**src/assert_macros.svh**
```systemverilog
// Assertion macros used by the top-level RTL file of the DHCP options parser.
// Depends on a clock named clk and an active-low reset named rst_n in scope.
`ifndef ASSERT_MACROS_SVH
`define ASSERT_MACROS_SVH

// Same-cycle implication, disabled during reset
`define ASSERT_IMPL(label, ante, cons) \
    label: assert property (@(posedge clk) disable iff (!rst_n) (ante) |-> (cons)) \
        else $error("implication check failed");

// Next-cycle implication, disabled during reset
`define ASSERT_NEXT(label, ante, cons) \
    label: assert property (@(posedge clk) disable iff (!rst_n) (ante) |=> (cons)) \
        else $error("next-cycle check failed");

`endif

```
**src/dhcpopt_pkg.sv**
```systemverilog
// Package for the DHCP options TLV parser: payload structs, phase enum, codes.
// No dependencies.
`default_nettype none

package dhcpopt_pkg;

    // Option codes
    localparam logic [7:0] OPT_PAD         = 8'h00;
    localparam logic [7:0] OPT_END         = 8'hff;
    localparam logic [7:0] OPT_SUBNET_MASK = 8'h01;

    // Value bytes counted per option, saturating here
    localparam logic [2:0] VIDX_SAT = 3'd4;

    typedef enum logic [1:0] {
        PH_CODE  = 2'd0,
        PH_LEN   = 2'd1,
        PH_VALUE = 2'd2
    } phase_t;

    typedef struct packed {
        logic [7:0] data_byte;
        logic       first_byte;
        logic       last_byte;
    } in_item_t;

    typedef struct packed {
        logic        mask_found;
        logic [31:0] subnet_mask;
        logic        ended_cleanly;
        logic        cut_inside_option;
    } out_item_t;

endpackage

`default_nettype wire

```
**src/dhcpopt_walker.sv**
```systemverilog
// TLV walker: per-byte parse state and the result decision for each transfer.
// Depends on dhcpopt_pkg.
`default_nettype none

module dhcpopt_walker
    import dhcpopt_pkg::*;
(
    input  wire logic      clk,
    input  wire logic      rst_n,
    input  wire logic      take,
    input  wire in_item_t  item,
    output logic           res_valid,
    output out_item_t      res
);

    phase_t      phase_reg, phase_next;
    logic [7:0]  code_reg, code_next;
    logic [7:0]  left_reg, left_next;
    logic [2:0]  vidx_reg, vidx_next;
    logic [31:0] mask_reg, mask_next;
    logic        seen_reg, seen_next;
    logic        closed_reg, closed_next;

    // Next state and result for the byte on the input
    always_comb
    begin
        logic [31:0] placed;
        logic        clean;

        placed = '0;
        clean  = 1'b0;
        res_valid = 1'b0;

        // A first byte starts from the reset state
        if (item.first_byte)
        begin
            phase_next  = PH_CODE;
            code_next   = '0;
            left_next   = '0;
            vidx_next   = '0;
            mask_next   = '0;
            seen_next   = 1'b0;
            closed_next = 1'b0;
        end
        else
        begin
            phase_next  = phase_reg;
            code_next   = code_reg;
            left_next   = left_reg;
            vidx_next   = vidx_reg;
            mask_next   = mask_reg;
            seen_next   = seen_reg;
            closed_next = closed_reg;
        end

        if (!closed_next)
        begin
            unique case (phase_next)
                PH_LEN:
                begin
                    left_next = item.data_byte;
                    vidx_next = '0;
                    if (code_next == OPT_SUBNET_MASK)
                    begin
                        mask_next = '0;
                        seen_next = 1'b1;
                    end
                    phase_next = (item.data_byte == 8'd0) ? PH_CODE : PH_VALUE;
                end
                PH_VALUE:
                begin
                    unique case (vidx_next[1:0])
                        2'd0: placed = {item.data_byte, 24'd0};
                        2'd1: placed = {8'd0, item.data_byte, 16'd0};
                        2'd2: placed = {16'd0, item.data_byte, 8'd0};
                        2'd3: placed = {24'd0, item.data_byte};
                    endcase
                    if (code_next == OPT_SUBNET_MASK && vidx_next < VIDX_SAT)
                        mask_next = mask_next | placed;
                    if (vidx_next < VIDX_SAT)
                        vidx_next = vidx_next + 3'd1;
                    left_next = left_next - 8'd1;
                    if (left_next == 8'd0)
                        phase_next = PH_CODE;
                end
                default:
                begin
                    // Expecting a code (also covers a stray phase value)
                    phase_next = PH_CODE;
                    if (item.data_byte == OPT_END)
                    begin
                        closed_next = 1'b1;
                        res_valid   = 1'b1;
                        clean       = 1'b1;
                    end
                    else if (item.data_byte != OPT_PAD)
                    begin
                        code_next  = item.data_byte;
                        phase_next = PH_LEN;
                    end
                end
            endcase

            // Buffer runs out before the end option
            if (item.last_byte && !res_valid)
            begin
                closed_next = 1'b1;
                res_valid   = 1'b1;
            end
        end

        res.mask_found        = seen_next;
        res.subnet_mask       = seen_next ? mask_next : 32'd0;
        res.ended_cleanly     = clean;
        res.cut_inside_option = !clean && (phase_next != PH_CODE);
    end

    // Control state
    always_ff @(posedge clk or negedge rst_n)
    begin
        if (!rst_n)
        begin
            phase_reg  <= PH_CODE;
            code_reg   <= '0;
            left_reg   <= '0;
            vidx_reg   <= '0;
            mask_reg   <= '0;
            seen_reg   <= 1'b0;
            closed_reg <= 1'b0;
        end
        else if (take)
        begin
            phase_reg  <= phase_next;
            code_reg   <= code_next;
            left_reg   <= left_next;
            vidx_reg   <= vidx_next;
            mask_reg   <= mask_next;
            seen_reg   <= seen_next;
            closed_reg <= closed_next;
        end
    end

endmodule

`default_nettype wire

```
**src/dhcpopt_out_skid.sv**
```systemverilog
// Result register with a skid entry, so the input side waits only while the skid entry is full.
// Depends on dhcpopt_pkg.
`default_nettype none

module dhcpopt_out_skid
    import dhcpopt_pkg::*;
(
    input  wire logic      clk,
    input  wire logic      rst_n,
    input  wire logic      push,
    input  wire out_item_t push_data,
    output logic           space,
    output logic           out_valid,
    input  wire logic      out_ready,
    output out_item_t      out_data
);

    logic      main_valid_reg, main_valid_next;
    logic      skid_valid_reg, skid_valid_next;
    out_item_t main_reg, main_next;
    out_item_t skid_reg, skid_next;
    logic      pop;

    assign pop       = main_valid_reg && out_ready;
    assign space     = !skid_valid_reg;
    assign out_valid = main_valid_reg;
    assign out_data  = main_reg;

    // Refill the main entry from skid first, then from the walker
    always_comb
    begin
        main_valid_next = main_valid_reg;
        skid_valid_next = skid_valid_reg;
        main_next       = main_reg;
        skid_next       = skid_reg;
        if (pop)
        begin
            if (skid_valid_reg)
            begin
                main_next       = skid_reg;
                skid_valid_next = 1'b0;
            end
            else
            begin
                main_valid_next = push;
                main_next       = push_data;
            end
        end
        else if (!main_valid_reg)
        begin
            main_valid_next = push;
            main_next       = push_data;
        end
        else if (push)
        begin
            skid_valid_next = 1'b1;
            skid_next       = push_data;
        end
    end

    always_ff @(posedge clk or negedge rst_n)
    begin
        if (!rst_n)
        begin
            main_valid_reg <= 1'b0;
            skid_valid_reg <= 1'b0;
        end
        else
        begin
            main_valid_reg <= main_valid_next;
            skid_valid_reg <= skid_valid_next;
        end
    end

    // Payload, no reset
    always_ff @(posedge clk)
    begin
        main_reg <= main_next;
        skid_reg <= skid_next;
    end

endmodule

`default_nettype wire

```
**src/dhcp_option_tlv_parser.sv**
```systemverilog
// DHCP options TLV parser, top level.
// The result for the byte that ends the list is registered before it appears on out_data.
// Throughput: one options byte per cycle, except while the result skid entry is full.
// A two-entry result register keeps input transfers going while a result waits.
// Reset (rst_n, async, active low) clears the parse state and empties the result register.
// Depends on dhcpopt_pkg, dhcpopt_walker, dhcpopt_out_skid, assert_macros.svh.
`default_nettype none
`include "assert_macros.svh"

module dhcp_option_tlv_parser
    import dhcpopt_pkg::*;
(
    input  wire logic      clk,
    input  wire logic      rst_n,
    input  wire logic      in_valid,
    output logic           in_ready,
    input  wire in_item_t  in_data,
    output logic           out_valid,
    input  wire logic      out_ready,
    output out_item_t      out_data
);

    logic      take;
    logic      res_valid;
    out_item_t res;

    assign take = in_valid && in_ready;

    dhcpopt_walker u_walker (
        .clk       (clk),
        .rst_n     (rst_n),
        .take      (take),
        .item      (in_data),
        .res_valid (res_valid),
        .res       (res)
    );

    dhcpopt_out_skid u_out (
        .clk       (clk),
        .rst_n     (rst_n),
        .push      (take && res_valid),
        .push_data (res),
        .space     (in_ready),
        .out_valid (out_valid),
        .out_ready (out_ready),
        .out_data  (out_data)
    );

    // Checks
    `ASSERT_IMPL(a_stall_only_when_full, !in_ready, out_valid)
    `ASSERT_NEXT(a_single_byte_packet, take && in_data.first_byte && in_data.last_byte, out_valid)
    `ASSERT_IMPL(a_clean_not_cut, out_valid, !(out_data.ended_cleanly && out_data.cut_inside_option))
    `ASSERT_IMPL(a_no_mask_zero, out_valid && !out_data.mask_found, out_data.subnet_mask == 32'd0)

endmodule

`default_nettype wire

```
**config.mk**
```make
export PLATFORM = sky130hd
export DESIGN_NAME = dhcp_option_tlv_parser
export DESIGN_NICKNAME = d
export VERILOG_FILES = /design/src/dhcpopt_pkg.sv /design/src/dhcpopt_walker.sv /design/src/dhcpopt_out_skid.sv /design/src/dhcp_option_tlv_parser.sv
export VERILOG_INCLUDE_DIRS = /design/src /design/src/src
export SDC_FILE = /design/constraint.sdc
export NUM_CORES = 1
export LEC_CHECK = 0
export BUFFER_PORTS_ARGS = -buffer_cell sky130_fd_sc_hd__buf_4
export CORE_MARGIN = 2
export CORE_UTILIZATION = 29
export DETAILED_ROUTE_END_ITERATION = 7
export SKIP_LAST_GASP = 1
export SLEW_MARGIN = 5
export SYNTH_ARGS = -nofsm -noshare
export SYNTH_HDL_FRONTEND = slang
export SYNTH_HIERARCHICAL = 1
export SYNTH_SLANG_ARGS = --single-unit
```
**constraint.sdc**
```tcl
create_clock -name clk -period 5.6 [get_ports clk]
set_input_delay 0.84 -clock clk [delete_from_list [all_inputs] [get_ports clk]]
set_output_delay 0.84 -clock clk [all_outputs]
set_load 0.005 [all_outputs]
```
# Yosys cells after proc, flatten, opt, wreduce, memory -nomap -nowiden

Index checks and enable logic that the tools add are counted.

Add/sub/neg operators: 2
Order comparisons: 1
Equality and inequality tests: 9
Muxes and demuxes: 50
Bitwise gates (word level): 2
Reductions and logical operators: 19

Operators with widths:

| cell                | number |
|---|---|
| $mux 32             | 7 |
| $pmux 32 s4         | 1 |
| $mux 35             | 3 |
| $pmux 32 s2         | 1 |
| $mux 8              | 7 |
| $or 32x32->32       | 1 |
| $mux 1              | 20 |
| $logic_not 8->1     | 2 |
| $pmux 8 s2          | 1 |
| $mux 2              | 5 |
| $mux 3              | 3 |
| $eq 8x1->1 const B  | 1 |
| $eq 8x8->1 const B  | 1 |
| $reduce_bool 8->1   | 1 |
| $sub 8x1->8 const B | 1 |
| $eq 2x2->1 const B  | 3 |
| $logic_and 1x1->1   | 6 |
| $pmux 3 s2          | 1 |
| $reduce_bool 2->1   | 3 |
| $eq 2x1->1 const B  | 2 |
| $ne 2x2->1 const B  | 2 |
| $pmux 2 s2          | 1 |
| $add 3x1->3 const B | 1 |
| $logic_not 1->1     | 3 |
| other kinds (6)     | 6 |

Flip-flop bits (word level): 127
Input bits: 14
Output and inout port bits: 37
Word-level logic and storage cells: 100

# Longest topological paths before layout

Depth after elaboration: 13
Mapped depth: 16
Gate-level depth less buffers: 10

# By module

Netlist, hierarchy kept.

Modules (own cells, without submodules):

| module                 | instances | cells an instance | area each (um2) | sequential area each (um2) |
|---|---|---|---|---|
| dhcpopt_walker         | 1         | 348               | 3,325.7         | 1,376.3 |
| dhcpopt_out_skid       | 1         | 119               | 2,751.4         | 2,152.1 |
| dhcp_option_tlv_parser | 1         | 2                 | 12.5            | 0.0 |

# Worst setup path before layout

Ideal clock, no wire load.

Path kind: input -> register
Start point: in in_data[1] (netlist name)
End point: reg u_out/skid_reg[0] (netlist name), enable pin
Library setup time: 0.427 ns
Arrival time: 4.097 ns
Required time: 5.173 ns
Setup slack: 1.075 ns
Stages: 14
Path buffers: 4
Cells stage by stage: buf_4 clkinv_1 clkbuf_1 clkbuf_1 nand2_1 inv_1 ha_1 buf_6 nand2_1 nand2b_1 and2_1 and3_1 inv_1 nor2_1

Cells in the longest elaborated chain, start to end: 11
Elaborated cells between the ends (all ways): 13
Classes of those cells: eq/ne (2); mux (6); reduce/logical (5)

RTL lines:

| element                                  | RTL line                     | RTL |
|---|---|---|
| from (decl)                              | dhcp_option_tlv_parser.sv:17 | `input wire in_item_t in_data,` |
| $mux 2                                   | dhcpopt_walker.sv:35         | `if (item.first_byte)` |
| $eq 2x1->1 or $eq 2x2->1 (tied branches) | dhcpopt_walker.sv:58         | `unique case (phase_next)` |
| $reduce_or 2->1 (no source line)         | -                            |  |
| $mux 1                                   | dhcpopt_walker.sv:58         |  |
| $mux 1                                   | dhcpopt_walker.sv:56         | `if (!closed_next)` |
| $logic_not 1->1                          | dhcpopt_walker.sv:105        | `if (item.last_byte && !res_valid)` |
| $logic_and 1x1->1                        | dhcpopt_walker.sv:105        |  |
| $mux 1                                   | dhcpopt_walker.sv:105        |  |
| $mux 1 (*)                               | dhcpopt_walker.sv:56         |  |
| via res_valid                            | dhcp_option_tlv_parser.sv:24 | `logic res_valid;` |
| $logic_and 1x1->1 (*)                    | dhcp_option_tlv_parser.sv:41 | `.push (take && res_valid),` |
| $reduce_and 3->1 (no source line) (*)    | -                            |  |
| to (signal assigned)                     | dhcpopt_out_skid.sv:79       | `skid_reg <= skid_next;` |
| to (decl)                                | dhcpopt_out_skid.sv:21       | `out_item_t skid_reg, skid_next;` |

The timed path passes the listed nets; every way through them passes the cells marked *. The select of a mux whose other input is x is not followed.
A chain may end at the register's enable or synchronous reset.

==> results.toml <==
[grt]
grt_pass1_wl_um = 21200
antenna_found_initial = 0
grt_overflow = 0
grt_max_degree = 58
gr-usage-all-layers_pct = 12.3
grt_pass1_vias = 3955

[pwr]
p_leak_nw = 3.00
total_power_mw = 2.99
cellPowerDensity_nw_per_um2 = 414
ir_drop_mv = 0.228

[clock_tree]
clock-sinks = 127
cts_buffer_depth = 2
numCtsBuffers = 17
htreeDepth = 4
cts_setup_buffers = 0
path_clk_slew_ns = 0.06
cts_tree = "done"
holdBufCountCts = 0
cts_resized = 0
clock_latency_ns = 0.42
clockRootBuffer = "clkbuf_16"

[finish]
final_common_cell = "edfxtp_1"
diodes = 0
finalInstanceArea_um2 = 7240
layout-drive-gt1-share_pct = 27.7
final_cell_mix = "edfxtp_1 (70), dfrtp_1 (57), buf_4 (53)"
fin_nets = 525
fillCellCount = 2049
area_delta_synth_final_pct = 18.9

[job]
drv_cap = 0

[timing]
hold_viol_final = 0
tightest_slew_ns = 0.903
timing.final.crit_share_pct = 66.0
fmaxAchievable_ghz = 0.270
period_minus_slack_ns = 3.70
grt_setup_unrepaired = "false"
max-slew-margin-rel_pct = 39.8
finalClockSkew_ns = 0.00638
finalSetupTns_ns = 0
setup_viol = 0
drv_slew = 0

[synth]
seq_area_frac_synth_pct = 57.9
synth_adder_area_share_pct = 1.64
synth-xor-area-share_pct = 0.431
ys_warn_count = 6
synth_top_area_share_pct = 34.5
yosys.area_share.simple_pct = 11.0
synth_nets = 491
synthCells = 469
syn_area_um2 = 6090
ys_ff_latch = 127
synthArstFlopShare_pct = 44.9
synth_mux_area_share_pct = 8.51
synthFlopType = "edfxtp_1"
synth_compound_area_share_pct = 16.2
synth_top_family_by_area = "compound AO/OA/AOI/OAI gates"
yosys.area.top_type = "edfxtp_1"
synthTopCellsByArea = "edfxtp_1 (35%), dfrtp_1 (23%), mux2_4 (7.4%)"
synth_cell_types = 63
synth_edf_count = 70
synth.avg_cell_area_um2 = 13.0

[floorplanning]
core_um2 = 20800
rows = 53
ios = 51
die_h_um = 149
start_util_pct = 29.2
die_area_um2 = 22200
die_x_um = 149

[detailed_routing]
dr.pass1.iters = 5
wl_per_cell_um = 16.6
drt-initial-drc-count = 422
ant_nets = 0
drt_wl_total_um = 13100
drc_errors = 0
vias = 3971
via_per_inst = 5.02

[worst_setup_path]
startpoint_type = "input pin"
crit_arrival_ns = 3.99
crit_path_cell_trace = "buf_4 -> clkinv_1 -> nand2_1 -> ha_1 -> nor4b_1 -> and4_1 -> and2_0 -> a22oi_1 -> nor2_1 -> mux2_4"
crit_slowest_cell = "ha_1"
end_kind = "flip-flop"
regToRegSetupSlack_ns = 2.73
critPathMaxStageDelay_ns = 0.65
timing.critical_path.fanout_max = 18
required_ns = 5.89
worst-setup-path-type = "in2reg"

[place]
placed_area_um2 = 6620
port_buffers = 50
hpwl_um = 8660
gp_congestion = 0.821

[status]
status = "finished clean"

[min_path]
min_path_type = "in2async"
## per-layer routing
layer / global-route usage [%] / vias up / share of wire [%]
met1: 15.9 / 2010 / 46
met3: 3.98 / 12 / 5.6
met4: 3.90 / 0 / 0.88
li1: - / 1841 / -
met2: 19.7 / 108 / 48
met5: 0 / - / 0
## worst paths after layout
path,endpoint,startpoint,depth (start not counted)
setup / recovery,u_out/out_data[20]$_DFFE_PP_,in_data[1],10
hold / removal,u_walker/left_reg[2]$_DFFE_PN0P_,rst_n,1
setup reg to reg,u_out/out_data[20]$_DFFE_PP_,u_walker/phase_reg[1]$_DFFE_PN0P_,9
hold reg to reg,u_walker/vidx_reg[1]$_DFFE_PN0P_,u_walker/vidx_reg[1]$_DFFE_PN0P_,1
max in group asynchronous,u_walker/phase_reg[0]$_DFFE_PN0P_,rst_n,1
min in group clk,u_walker/vidx_reg[1]$_DFFE_PN0P_,u_walker/vidx_reg[1]$_DFFE_PN0P_,1
## metrics by stage
stage / worst slack (ns) / cells / util [%] / hold slack, ns
after floorplan: 1.08 / 469 / - / 0.451
final: 1.90 / 791 / 34.8 / 0.470
after detailed placement: 1.50 / 759 / 31.8 / 0.483
after CTS: 1.95 / 791 / 34.8 / 0.496
after global placement: 1.62 / 759 / 31.8 / 0.473
after global routing: 1.48 / 791 / 34.8 / 0.498
## cells by family after synthesis
group | Yosys count
mux | 36
xor+xnor | 3
flops | 127
simple gates | 119
compound gates | 127
buf+inv | 49
fa+ha+maj | 8
## power by group
part	switching (mW)	leakage [nW]	internal, mW	total (mW)
logic	0.352	1.23	0.270	0.622
registers	0.0861	1.48	1.13	1.22
clock network	0.411	0.296	0.741	1.15
total	0.849	3.00	2.15	2.99
## layout make-up
type	instances	area (µm²)	share of cell area [%]
Multi-Input combinational cell	293	2310	31.9
Timing Repair Buffer	53	398	5.50
Sequential cell	127	3530	48.7
Clock buffer	17	425	5.88
Inverter	11	41.3	0.570
Clock inverter	15	193	2.66
Tap cell	275	344	4.75
## worst max-delay path, delay by kind of cell
| family | cells | cell delay (ns) |
|---|---|---|
| simple gates | 5 | 1.50 |
| buf+inv | 2 | 0.71 |
| fa+ha+maj | 1 | 0.65 |
| mux | 1 | 0.16 |
| compound gates | 1 | 0.13 |
## synth_stat cells, drive strengths merged, types with 9 or more instances
cell and count:
mux2 36, inv 10, a22oi 28, dfrtp 57
a21oi 9, nor2 41, o21ai 24, edfxtp 70
clkbuf 14, a22o 47, buf 24, nand2 31
Note: power is estimated with default switching activity, not from simulation.
